[config.mk]
export PLATFORM = sky130hd
export DESIGN_NAME = rrc_ctrl
export DESIGN_NICKNAME = d
export VERILOG_FILES = /design/src/design/rrc_pkg.sv /design/src/design/rrc_ctrl.sv
export VERILOG_INCLUDE_DIRS = /design/src /design/src/design
export SDC_FILE = /design/constraint.sdc
export NUM_CORES = 1
export LEC_CHECK = 0
export ABC_CLOCK_PERIOD_IN_PS = 3000
export BUFFER_PORTS_ARGS = -buffer_cell sky130_fd_sc_hd__buf_2
export CELL_PAD_IN_SITES_DETAIL_PLACEMENT = 0
export CELL_PAD_IN_SITES_GLOBAL_PLACEMENT = 1
export CORE_ASPECT_RATIO = 0.6
export CORE_MARGIN = 2
export CORE_UTILIZATION = 43
export CTS_CLUSTER_SIZE = 10
export DETAILED_ROUTE_END_ITERATION = 10
export HOLD_SLACK_MARGIN = 0.12
export PLACE_DENSITY = 0.89
export SLEW_MARGIN = 20
export SYNTH_ARGS = -nofsm -noshare
export SYNTH_HDL_FRONTEND = slang
export SYNTH_SLANG_ARGS = --single-unit
[constraint.sdc]
create_clock -name aclk -period 3 [get_ports aclk]
set_input_delay 0.6 -clock aclk [delete_from_list [all_inputs] [get_ports aclk]]
set_output_delay 0.6 -clock aclk [all_outputs]
set_load 0.005 [all_outputs]
[src/design/reserved_range_carver_defines.svh]
// Assertion macros shared by the reserved range carver modules.
`ifndef RESERVED_RANGE_CARVER_DEFINES_SVH
`define RESERVED_RANGE_CARVER_DEFINES_SVH

`ifndef ASSERT_OFF

// Checks a property on every rising clock edge outside reset.
`define RRC_ASSERT(lbl, clk, rstn, prop) \
    lbl: assert property (@(posedge clk) disable iff (!rstn) (prop)) \
        else $error("reserved_range_carver: assertion failed");

// Checks that a condition in one cycle implies another in the next cycle.
`define RRC_ASSERT_NEXT(lbl, clk, rstn, ante, cons) \
    lbl: assert property (@(posedge clk) disable iff (!rstn) (ante) |=> (cons)) \
        else $error("reserved_range_carver: assertion failed");

`else

`define RRC_ASSERT(lbl, clk, rstn, prop)
`define RRC_ASSERT_NEXT(lbl, clk, rstn, ante, cons)

`endif

`endif

[src/design/rrc_pkg.sv]
// Shared constants and controller/datapath interface types for the range carver.
`timescale 1ns / 1ps

package rrc_pkg;

    // Default depth of the reserved range table
    localparam int DEFAULT_ENTRIES = 32;

    // Operation codes carried on the input tuser
    localparam logic OP_INSERT = 1'b0;
    localparam logic OP_CARVE  = 1'b1;

    // Result status codes carried on the output tuser
    localparam logic [1:0] ST_INSERTED = 2'd0;
    localparam logic [1:0] ST_FULL     = 2'd1;
    localparam logic [1:0] ST_PIECE    = 2'd2;
    localparam logic [1:0] ST_NONE     = 2'd3;

    // Commands from the controller to the datapath
    typedef struct packed {
        logic       load;        // latch input base and saturated end
        logic       rd_en;       // read table entry
        logic       wr_en;       // write table entry
        logic       wr_new;      // write the latched range, else the read entry
        logic       walk_step;   // carve: consume the entry in the read register
        logic       tail;        // carve: emit the piece from cur to end
        logic       flush;       // carve: emit the held piece as last, or no-free
        logic       resp;        // emit a single status transaction
        logic [1:0] resp_status; // status for resp
    } dp_cmd_t;

    // Status from the datapath to the controller
    typedef struct packed {
        logic out_free;    // output register can take a transaction this cycle
        logic pend_valid;  // a free piece is held back
        logic cur_lt_end;  // carve cursor below region end
        logic walk_piece;  // current entry leaves a free piece in front of it
        logic rd_gt_new;   // read entry base above the base being inserted
    } dp_sts_t;

endpackage

[src/design/rrc_ctrl.sv]
// Controller: sequences table inserts and carve walks over the datapath.
`timescale 1ns / 1ps
`include "reserved_range_carver_defines.svh"

module rrc_ctrl #(
    parameter int ENTRIES = rrc_pkg::DEFAULT_ENTRIES,
    parameter int AW      = (ENTRIES > 1) ? $clog2(ENTRIES) : 1
) (
    input  logic             aclk,
    input  logic             aresetn,
    input  logic             s_tvalid,
    output logic             s_tready,
    input  logic             s_op,
    output rrc_pkg::dp_cmd_t cmd,
    output logic [AW-1:0]    rd_addr,
    output logic [AW-1:0]    wr_addr,
    input  rrc_pkg::dp_sts_t sts
);

    localparam int CW = $clog2(ENTRIES + 1);
    localparam logic [CW-1:0] CNT_FULL = CW'(ENTRIES);

    localparam logic [2:0] S_IDLE   = 3'd0;
    localparam logic [2:0] S_CWALK  = 3'd1;
    localparam logic [2:0] S_CTAIL  = 3'd2;
    localparam logic [2:0] S_CFLUSH = 3'd3;
    localparam logic [2:0] S_IWALK  = 3'd4;
    localparam logic [2:0] S_IPLACE = 3'd5;
    localparam logic [2:0] S_RESP   = 3'd6;

    logic [2:0]    state_reg, state_next;
    logic [CW-1:0] cnt_reg, cnt_next;
    logic [AW-1:0] idx_reg, idx_next;
    logic [1:0]    resp_reg, resp_next;
    logic          accept;
    logic          walk_last;

    assign s_tready = (state_reg == S_IDLE);
    assign accept   = s_tvalid && s_tready;
    // Current carve entry is the last one in the table
    assign walk_last = (CW'(idx_reg) + CW'(1)) == cnt_reg;

    // Next state and commands
    always_comb begin
        state_next      = state_reg;
        cnt_next        = cnt_reg;
        idx_next        = idx_reg;
        resp_next       = resp_reg;
        cmd             = '0;
        cmd.resp_status = resp_reg;
        rd_addr         = idx_reg;
        wr_addr         = idx_reg;
        unique case (state_reg)
            S_IDLE: begin
                if (accept) begin
                    cmd.load = 1'b1;
                    if (s_op == rrc_pkg::OP_CARVE) begin
                        if (cnt_reg == '0) begin
                            state_next = S_CTAIL;
                        end else begin
                            cmd.rd_en  = 1'b1;
                            rd_addr    = '0;
                            idx_next   = '0;
                            state_next = S_CWALK;
                        end
                    end else if (cnt_reg == CNT_FULL) begin
                        resp_next  = rrc_pkg::ST_FULL;
                        state_next = S_RESP;
                    end else if (cnt_reg == '0) begin
                        idx_next   = '0;
                        state_next = S_IPLACE;
                    end else begin
                        // walk down from the top, shifting larger bases up
                        cmd.rd_en  = 1'b1;
                        rd_addr    = AW'(cnt_reg - CW'(1));
                        idx_next   = AW'(cnt_reg);
                        state_next = S_IWALK;
                    end
                end
            end
            S_CWALK: begin
                if (!sts.cur_lt_end) begin
                    state_next = S_CTAIL;
                end else if (sts.walk_piece && sts.pend_valid && !sts.out_free) begin
                    state_next = S_CWALK;
                end else begin
                    cmd.walk_step = 1'b1;
                    if (walk_last) begin
                        state_next = S_CTAIL;
                    end else begin
                        cmd.rd_en = 1'b1;
                        rd_addr   = idx_reg + AW'(1);
                        idx_next  = idx_reg + AW'(1);
                    end
                end
            end
            S_CTAIL: begin
                if (!sts.cur_lt_end) begin
                    state_next = S_CFLUSH;
                end else if (!sts.pend_valid || sts.out_free) begin
                    cmd.tail   = 1'b1;
                    state_next = S_CFLUSH;
                end
            end
            S_CFLUSH: begin
                if (sts.out_free) begin
                    cmd.flush  = 1'b1;
                    state_next = S_IDLE;
                end
            end
            S_IWALK: begin
                cmd.wr_en = 1'b1;
                if (sts.rd_gt_new) begin
                    // entry below moves up one slot
                    if (idx_reg == AW'(1)) begin
                        idx_next   = '0;
                        state_next = S_IPLACE;
                    end else begin
                        cmd.rd_en = 1'b1;
                        rd_addr   = idx_reg - AW'(2);
                        idx_next  = idx_reg - AW'(1);
                    end
                end else begin
                    cmd.wr_new = 1'b1;
                    cnt_next   = cnt_reg + CW'(1);
                    resp_next  = rrc_pkg::ST_INSERTED;
                    state_next = S_RESP;
                end
            end
            S_IPLACE: begin
                cmd.wr_en  = 1'b1;
                cmd.wr_new = 1'b1;
                cnt_next   = cnt_reg + CW'(1);
                resp_next  = rrc_pkg::ST_INSERTED;
                state_next = S_RESP;
            end
            S_RESP: begin
                if (sts.out_free) begin
                    cmd.resp   = 1'b1;
                    state_next = S_IDLE;
                end
            end
            default: begin
                state_next = S_IDLE;
            end
        endcase
    end

    // State registers
    always_ff @(posedge aclk) begin
        if (!aresetn) begin
            state_reg <= S_IDLE;
            cnt_reg   <= '0;
        end else begin
            state_reg <= state_next;
            cnt_reg   <= cnt_next;
        end
    end

    always_ff @(posedge aclk) begin
        idx_reg  <= idx_next;
        resp_reg <= resp_next;
    end

    // Table fill never exceeds its depth
    `RRC_ASSERT(a_cnt_bound, aclk, aresetn, cnt_reg <= CNT_FULL)
    // A read and a write in the same cycle never touch the same entry
    `RRC_ASSERT(a_rw_apart, aclk, aresetn,
        !(cmd.rd_en && cmd.wr_en) || (rd_addr != wr_addr))
    // A carve walk only runs over a non-empty table
    `RRC_ASSERT(a_walk_nonempty, aclk, aresetn,
        (state_reg != S_CWALK) || (cnt_reg != '0))

endmodule

# Word level (Yosys, flattened, before mapping)
# Index checks and enable logic that the tools add are counted.
# Widths: inputs -> output; s select.
[op_classes] add_sub_neg=6 n_mul=0 div_mod_pow=0 magnitude_cmp=0 eq_ne=19 shifts=0 n_mux=61 bitwise_logic=0 n_reduce_logical=16
[ops] cell="$mux 5" n=16
[ops] cell="$mux 3" n=10
[ops] cell="$pmux 5 s3" n=2
[ops] cell="$mux 1" n=20
[ops] cell="$pmux 3 s6" n=1
[ops] cell="$mux 2" n=7
[ops] cell="$pmux 6 s2" n=1
[ops] cell="$reduce_and 5->1" n=2
[ops] cell="$sub 5x1->5 const B" n=2
[ops] cell="$eq 3x3->1 const B" n=3
[ops] cell="$ne 3x3->1 const B" n=3
[ops] cell="$add 5x1->6 const B" n=1
[ops] cell="$add 6x1->6 const B" n=1
[ops] cell="$eq 3x2->1 const B" n=2
[ops] cell="$eq 6x6->1" n=1
[ops] cell="$eq 6x6->1 const B" n=1
[ops] cell="$logic_not 6->1" n=1
[ops] cell="$mux 6" n=1
[ops] cell="$ne 2x1->1 const B" n=3
[ops] cell="$ne 2x2->1 const B" n=3
[ops] cell="$pmux 2 s3" n=1
[ops] cell="$reduce_bool 3->1" n=2
[ops] cell="$add 5x1->5 const B" n=1
[ops] cell="$eq 5x1->1 const B" n=1
[ops] cell="other kinds (13)" n=16
[word_totals] reg_bits=16 latchBits=0 mem_bits_rw=0 rom_bits=0 in_bits=9 memories=0

# Longest topological paths before layout
[logic_depth] word_depth=6 depth_mapped=10 mapped_depth_nobuf=8

# Worst setup path before layout
# Ideal clock, no wire load.
[synth_timing] kind="flip-flop to output port" from="register idx_reg[1] (netlist: wr_addr[1])" to="output port rd_addr[3]" arrival_ns=2.320 t_required_ns=2.400 path_slack_ns=0.080 path_stages_with_launch=10 n_path_buf=1 cell_sequence="edfxtp_1 -> clkbuf_1 -> inv_1 -> ha_1 -> or4b_4 -> and3_4 -> a311oi_2 -> o311ai_1 -> a311oi_1 -> nor3_1"
[synth_via] elab_chain_cells=6 word_cells_on_any_way=11
[synth_rtl] item="start, declared" line_no="rrc_ctrl.sv:33" source="logic [AW-1:0] idx_reg, idx_next;"
[synth_rtl] item="start signal, assigned" line_no="rrc_ctrl.sv:161" source="idx_reg <= idx_next;"
[synth_rtl] item="$add 5x1->6" line_no="rrc_ctrl.sv:41" source="assign walk_last = (CW'(idx_reg) + CW'(1)) == cnt_reg;"
[synth_rtl] item="$eq 6x6->1" line_no="rrc_ctrl.sv:41"
[synth_rtl] item="$mux 5" line_no="rrc_ctrl.sv:88" source="if (walk_last) begin"
[synth_rtl] item="$mux 5" line_no="rrc_ctrl.sv:84" source="end else if (sts.walk_piece && sts.pend_valid && !sts.out_free) begin"
[synth_rtl] item="$mux 5" line_no="rrc_ctrl.sv:82" source="if (!sts.cur_lt_end) begin"
[synth_rtl] item="$pmux 5 s3 *" line_no="rrc_ctrl.sv:53" source="unique case (state_reg)"
[synth_rtl] item="end, declared" line_no="rrc_ctrl.sv:15" source="output logic [AW-1:0] rd_addr,"
# Mark *: on every way between the ends. The rest lies on a longest branch, timed or not.

# Worst setup path in the final report
# Same ends and word-level chain as after synthesis.

==> results_dict.tcl <==
set metrics [dict create \
    outcome "finished, violations left" \
    violations "setup timing" \
    ant_nets 0 \
    worstPathMaxFanout 5 \
    place_inst 344 \
    async_flop_share_pct 0 \
    route.vias.total 2253 \
    slew_headroom_pct 50.8 \
    grt-ovfl-total 0 \
    cp_slowest_cell "edfxtp_1" \
    ys_warn_count 0 \
    skew_ns 0.00245 \
    largest_reg_flops 6 \
    synth_compound_gate_area_share_pct 31.8 \
    drv_cap 0 \
    cts-hold-fix-buffers 0 \
    avgSynthCellArea_um2 7.93 \
    p_int_mw 1.55 \
    holdWs_ns 0.604 \
    postPlaceCellArea_mm2 0.00225 \
    post-dp-hpwl_um 4980 \
    finalHoldViolCount 0 \
    p_total_mw 3.08 \
    drtPass1Iterations 5 \
    avgViaCountPerCell 6.11 \
    fp-row-count 18 \
    vdd_drop_max_mv 0.562 \
    netlist_area_mm2 0.00197 \
    drtIter0Drc 262 \
    grt_usage_pct 26.9 \
    synth_xor_area_share_pct 7.12 \
    power_density_mw_per_mm2 1150 \
    synthTopCellsByArea "dfxtp_1 9.2%, edfxtp_1 9.2%, ha_1 5.7%" \
    p_leak_nw 1.11 \
    fin_cells 369 \
    drt_wl_total_um 6970 \
    syn_nets 266 \
    min_period_ns 3.11 \
    yosys.area.top_type "dfxtp_1" \
    place_ws_ns 0.0201 \
    setup_violations 5 \
    critPathLaunchType "flip-flop" \
    dieArea_mm2 0.00515 \
    crit_family "simple AND/OR/NAND/NOR gates" \
    switching_share_pct 49.6 \
    share_comb_of_total_power_pct 81.9 \
    numPortBuffers 28 \
    ys_seq_elements 15 \
    clock_sinks 15 \
    timing.fmax_mhz 322 \
    grt_pass1_vias 2014 \
    hold_class "reg -> reg" \
    clockPowerShare_pct 6.0 \
    synth_cell_types 72 \
    gp_congestion 0.982 \
    synth_top_family_by_area "compound AO/OA/AOI/OAI gates" \
    setup_slack_ns -0.108 \
    crit_type "reg -> out" \
    synth_ff_type "dfxtp_1" \
    drc 0 \
    h-tree-depth 1 \
    synthTopCellsByCount "17 x nand2_1, 17 x nor2_1, 15 x a21oi_1, 15 x inv_1, 11 x xnor2_1" \
    synth-edff-count 6 \
    coreArea_mm2 0.00426 \
    crit_buf_inv 3 \
    ff2ff_path_depth 9 \
    syn_to_final_growth_pct 35.9 \
    syn_inst 248 \
    layout.nets 328 \
    fin_area_mm2 0.00267 \
    die_y_um 56.4 \
    crit_path_max_incr_delay_ns 0.46 \
    synthAdderAreaFrac_pct 5.73 \
    grt_first_pass_wirelength_um 10800 \
    maxSlewViolCount 0 \
    cp.depth 10 \
    chipWidth_um 91.3 \
    synth_mux_area_share_pct 1.08 \
    clkTransAtPathRegs_ns 0.07 \
    clk_latency_ns 0.26 \
    worstMarginPinSlew_ns 0.738 \
    start_util_pct 46.2 \
    cts_root_buffer "clkbuf_8" \
    grt_max_degree 22 \
    seq_area_frac_synth_pct 18.3 \
    cts_buffers 3 \
    rsz0062_at_grt "true" \
    antenna_found_initial 0 \
    required_ns 2.40 \
    cts_buffer_depth 2 \
    yosys.area_share.simple_pct 26.2 \
    fin_crit_sh_pct 104 \
    cp.arrival_ns 2.51 \
    worstPathCellList "inv_2 > ha_4 > or4b_4 > and3_4 > a311oi_2 > o311ai_2 > buf_4 > o22ai_2 > nor3_1 > buf_2" \
    io_pins 30 \
    post_drt_wl_per_cell_um 18.9 \
    antenna_cells 0 \
    end_kind "output pin" \
    synth_top_area_share_pct 9.16 \
    p_seq_share_pct 12.2 \
    cts_tree "done" \
    p_sw_mw 1.53 \
    whs_path_depth 2 \
    drive_above_1_share_pct 39.2 \
]
## per-layer routing
layer  global-route usage (%)  routed length (um)  vias to the layer above
met5                        0                   0                        -
met3                     8.59                 809                       10
met4                     5.84                  90                        0
li1                         -                   -                     1053
met2                     36.1                2820                      141
met1                     41.0                3250                     1049
## stage by stage
stage                     util [%]  TNS (ns)
final                         62.8    -0.303
after global routing          62.8    -0.696
after CTS                     55.9    -0.278
after detailed placement      52.9         0
after global placement        52.9         0
after floorplan                  -         0
## final cells by class
type / instances / area [um^2]
multi-input combinational: 199 / 1630
fill: 386 / 1580
timing repair buffer: 75 / 500
sequential: 15 / 360
tap: 60 / 75.1
inverter: 16 / 60.1
clock buffer: 4 / 45.0
## worst paths after layout
kind	end	from	slack (ns)
worst min-delay path	state_reg[2]	state_reg[0]	0.60
worst max-delay path	rd_addr[3]	wr_addr[1]	-0.11
worst max register to register	wr_addr[3]	wr_addr[1]	0.43
worst min register to register	state_reg[2]	state_reg[0]	0.60
## repair_timing
action	CTS	global route
pin swaps	7	14
resized for setup	11	29
endpoints found under the hold margin	0	0
buffers inserted	3	18
endpoints found under the setup margin	5	6
## kinds of logic after synthesis
group	after synthesis
compound gates	85
xor+xnor	16
other cells	1
buf+inv	34
simple gates	86
fa+ha+maj	9
mux	2
flops	15
## cell usage in the layout (no fill, tap or decap), types with 3 or more instances in the layout
cell / count
buf_4: 45
buf_2: 28
nor2_1: 17
nand2_1: 17
a21oi_1: 13
inv_1: 12
xnor2_1: 9
dfxtp_1: 9
nor3_1: 8
and2_1: 7
o21ai_1: 6
edfxtp_1: 6
nand3_1: 5
a31oi_1: 5
o21ai_0: 5
ha_4: 5
inv_2: 4
nand4_1: 4
xor2_1: 4
nor2b_1: 4
a22oi_1: 4
ha_1: 4
o31ai_1: 3
a21oi_2: 3
o21a_1: 3
a2bb2oi_1: 3
a221oi_1: 3
clkbuf_8: 3
## worst reg2reg max path: stages, from the launching register on
cell	delay (ns)
edfxtp_1	0.46
buf_4	0.18
ha_4	0.17
and3_4	0.20
a211oi_4	0.24
o31ai_4	0.14
a21o_4	0.28
buf_4	0.14
or4_1	0.48
o311ai_1	0.09
## power groups by stage
stage | Combinational [mW] | Sequential (mW) | Clock (mW)
final | 2.53 | 0.375 | 0.184
after global routing | 2.70 | 0.381 | 0.195
after CTS | 2.05 | 0.383 | 0.186
after detailed placement | 1.94 | 0.384 | 0
after global placement | 1.94 | 0.383 | 0
after floorplan | 1.32 | 0.382 | 0
(Power assumes the default switching activity.)
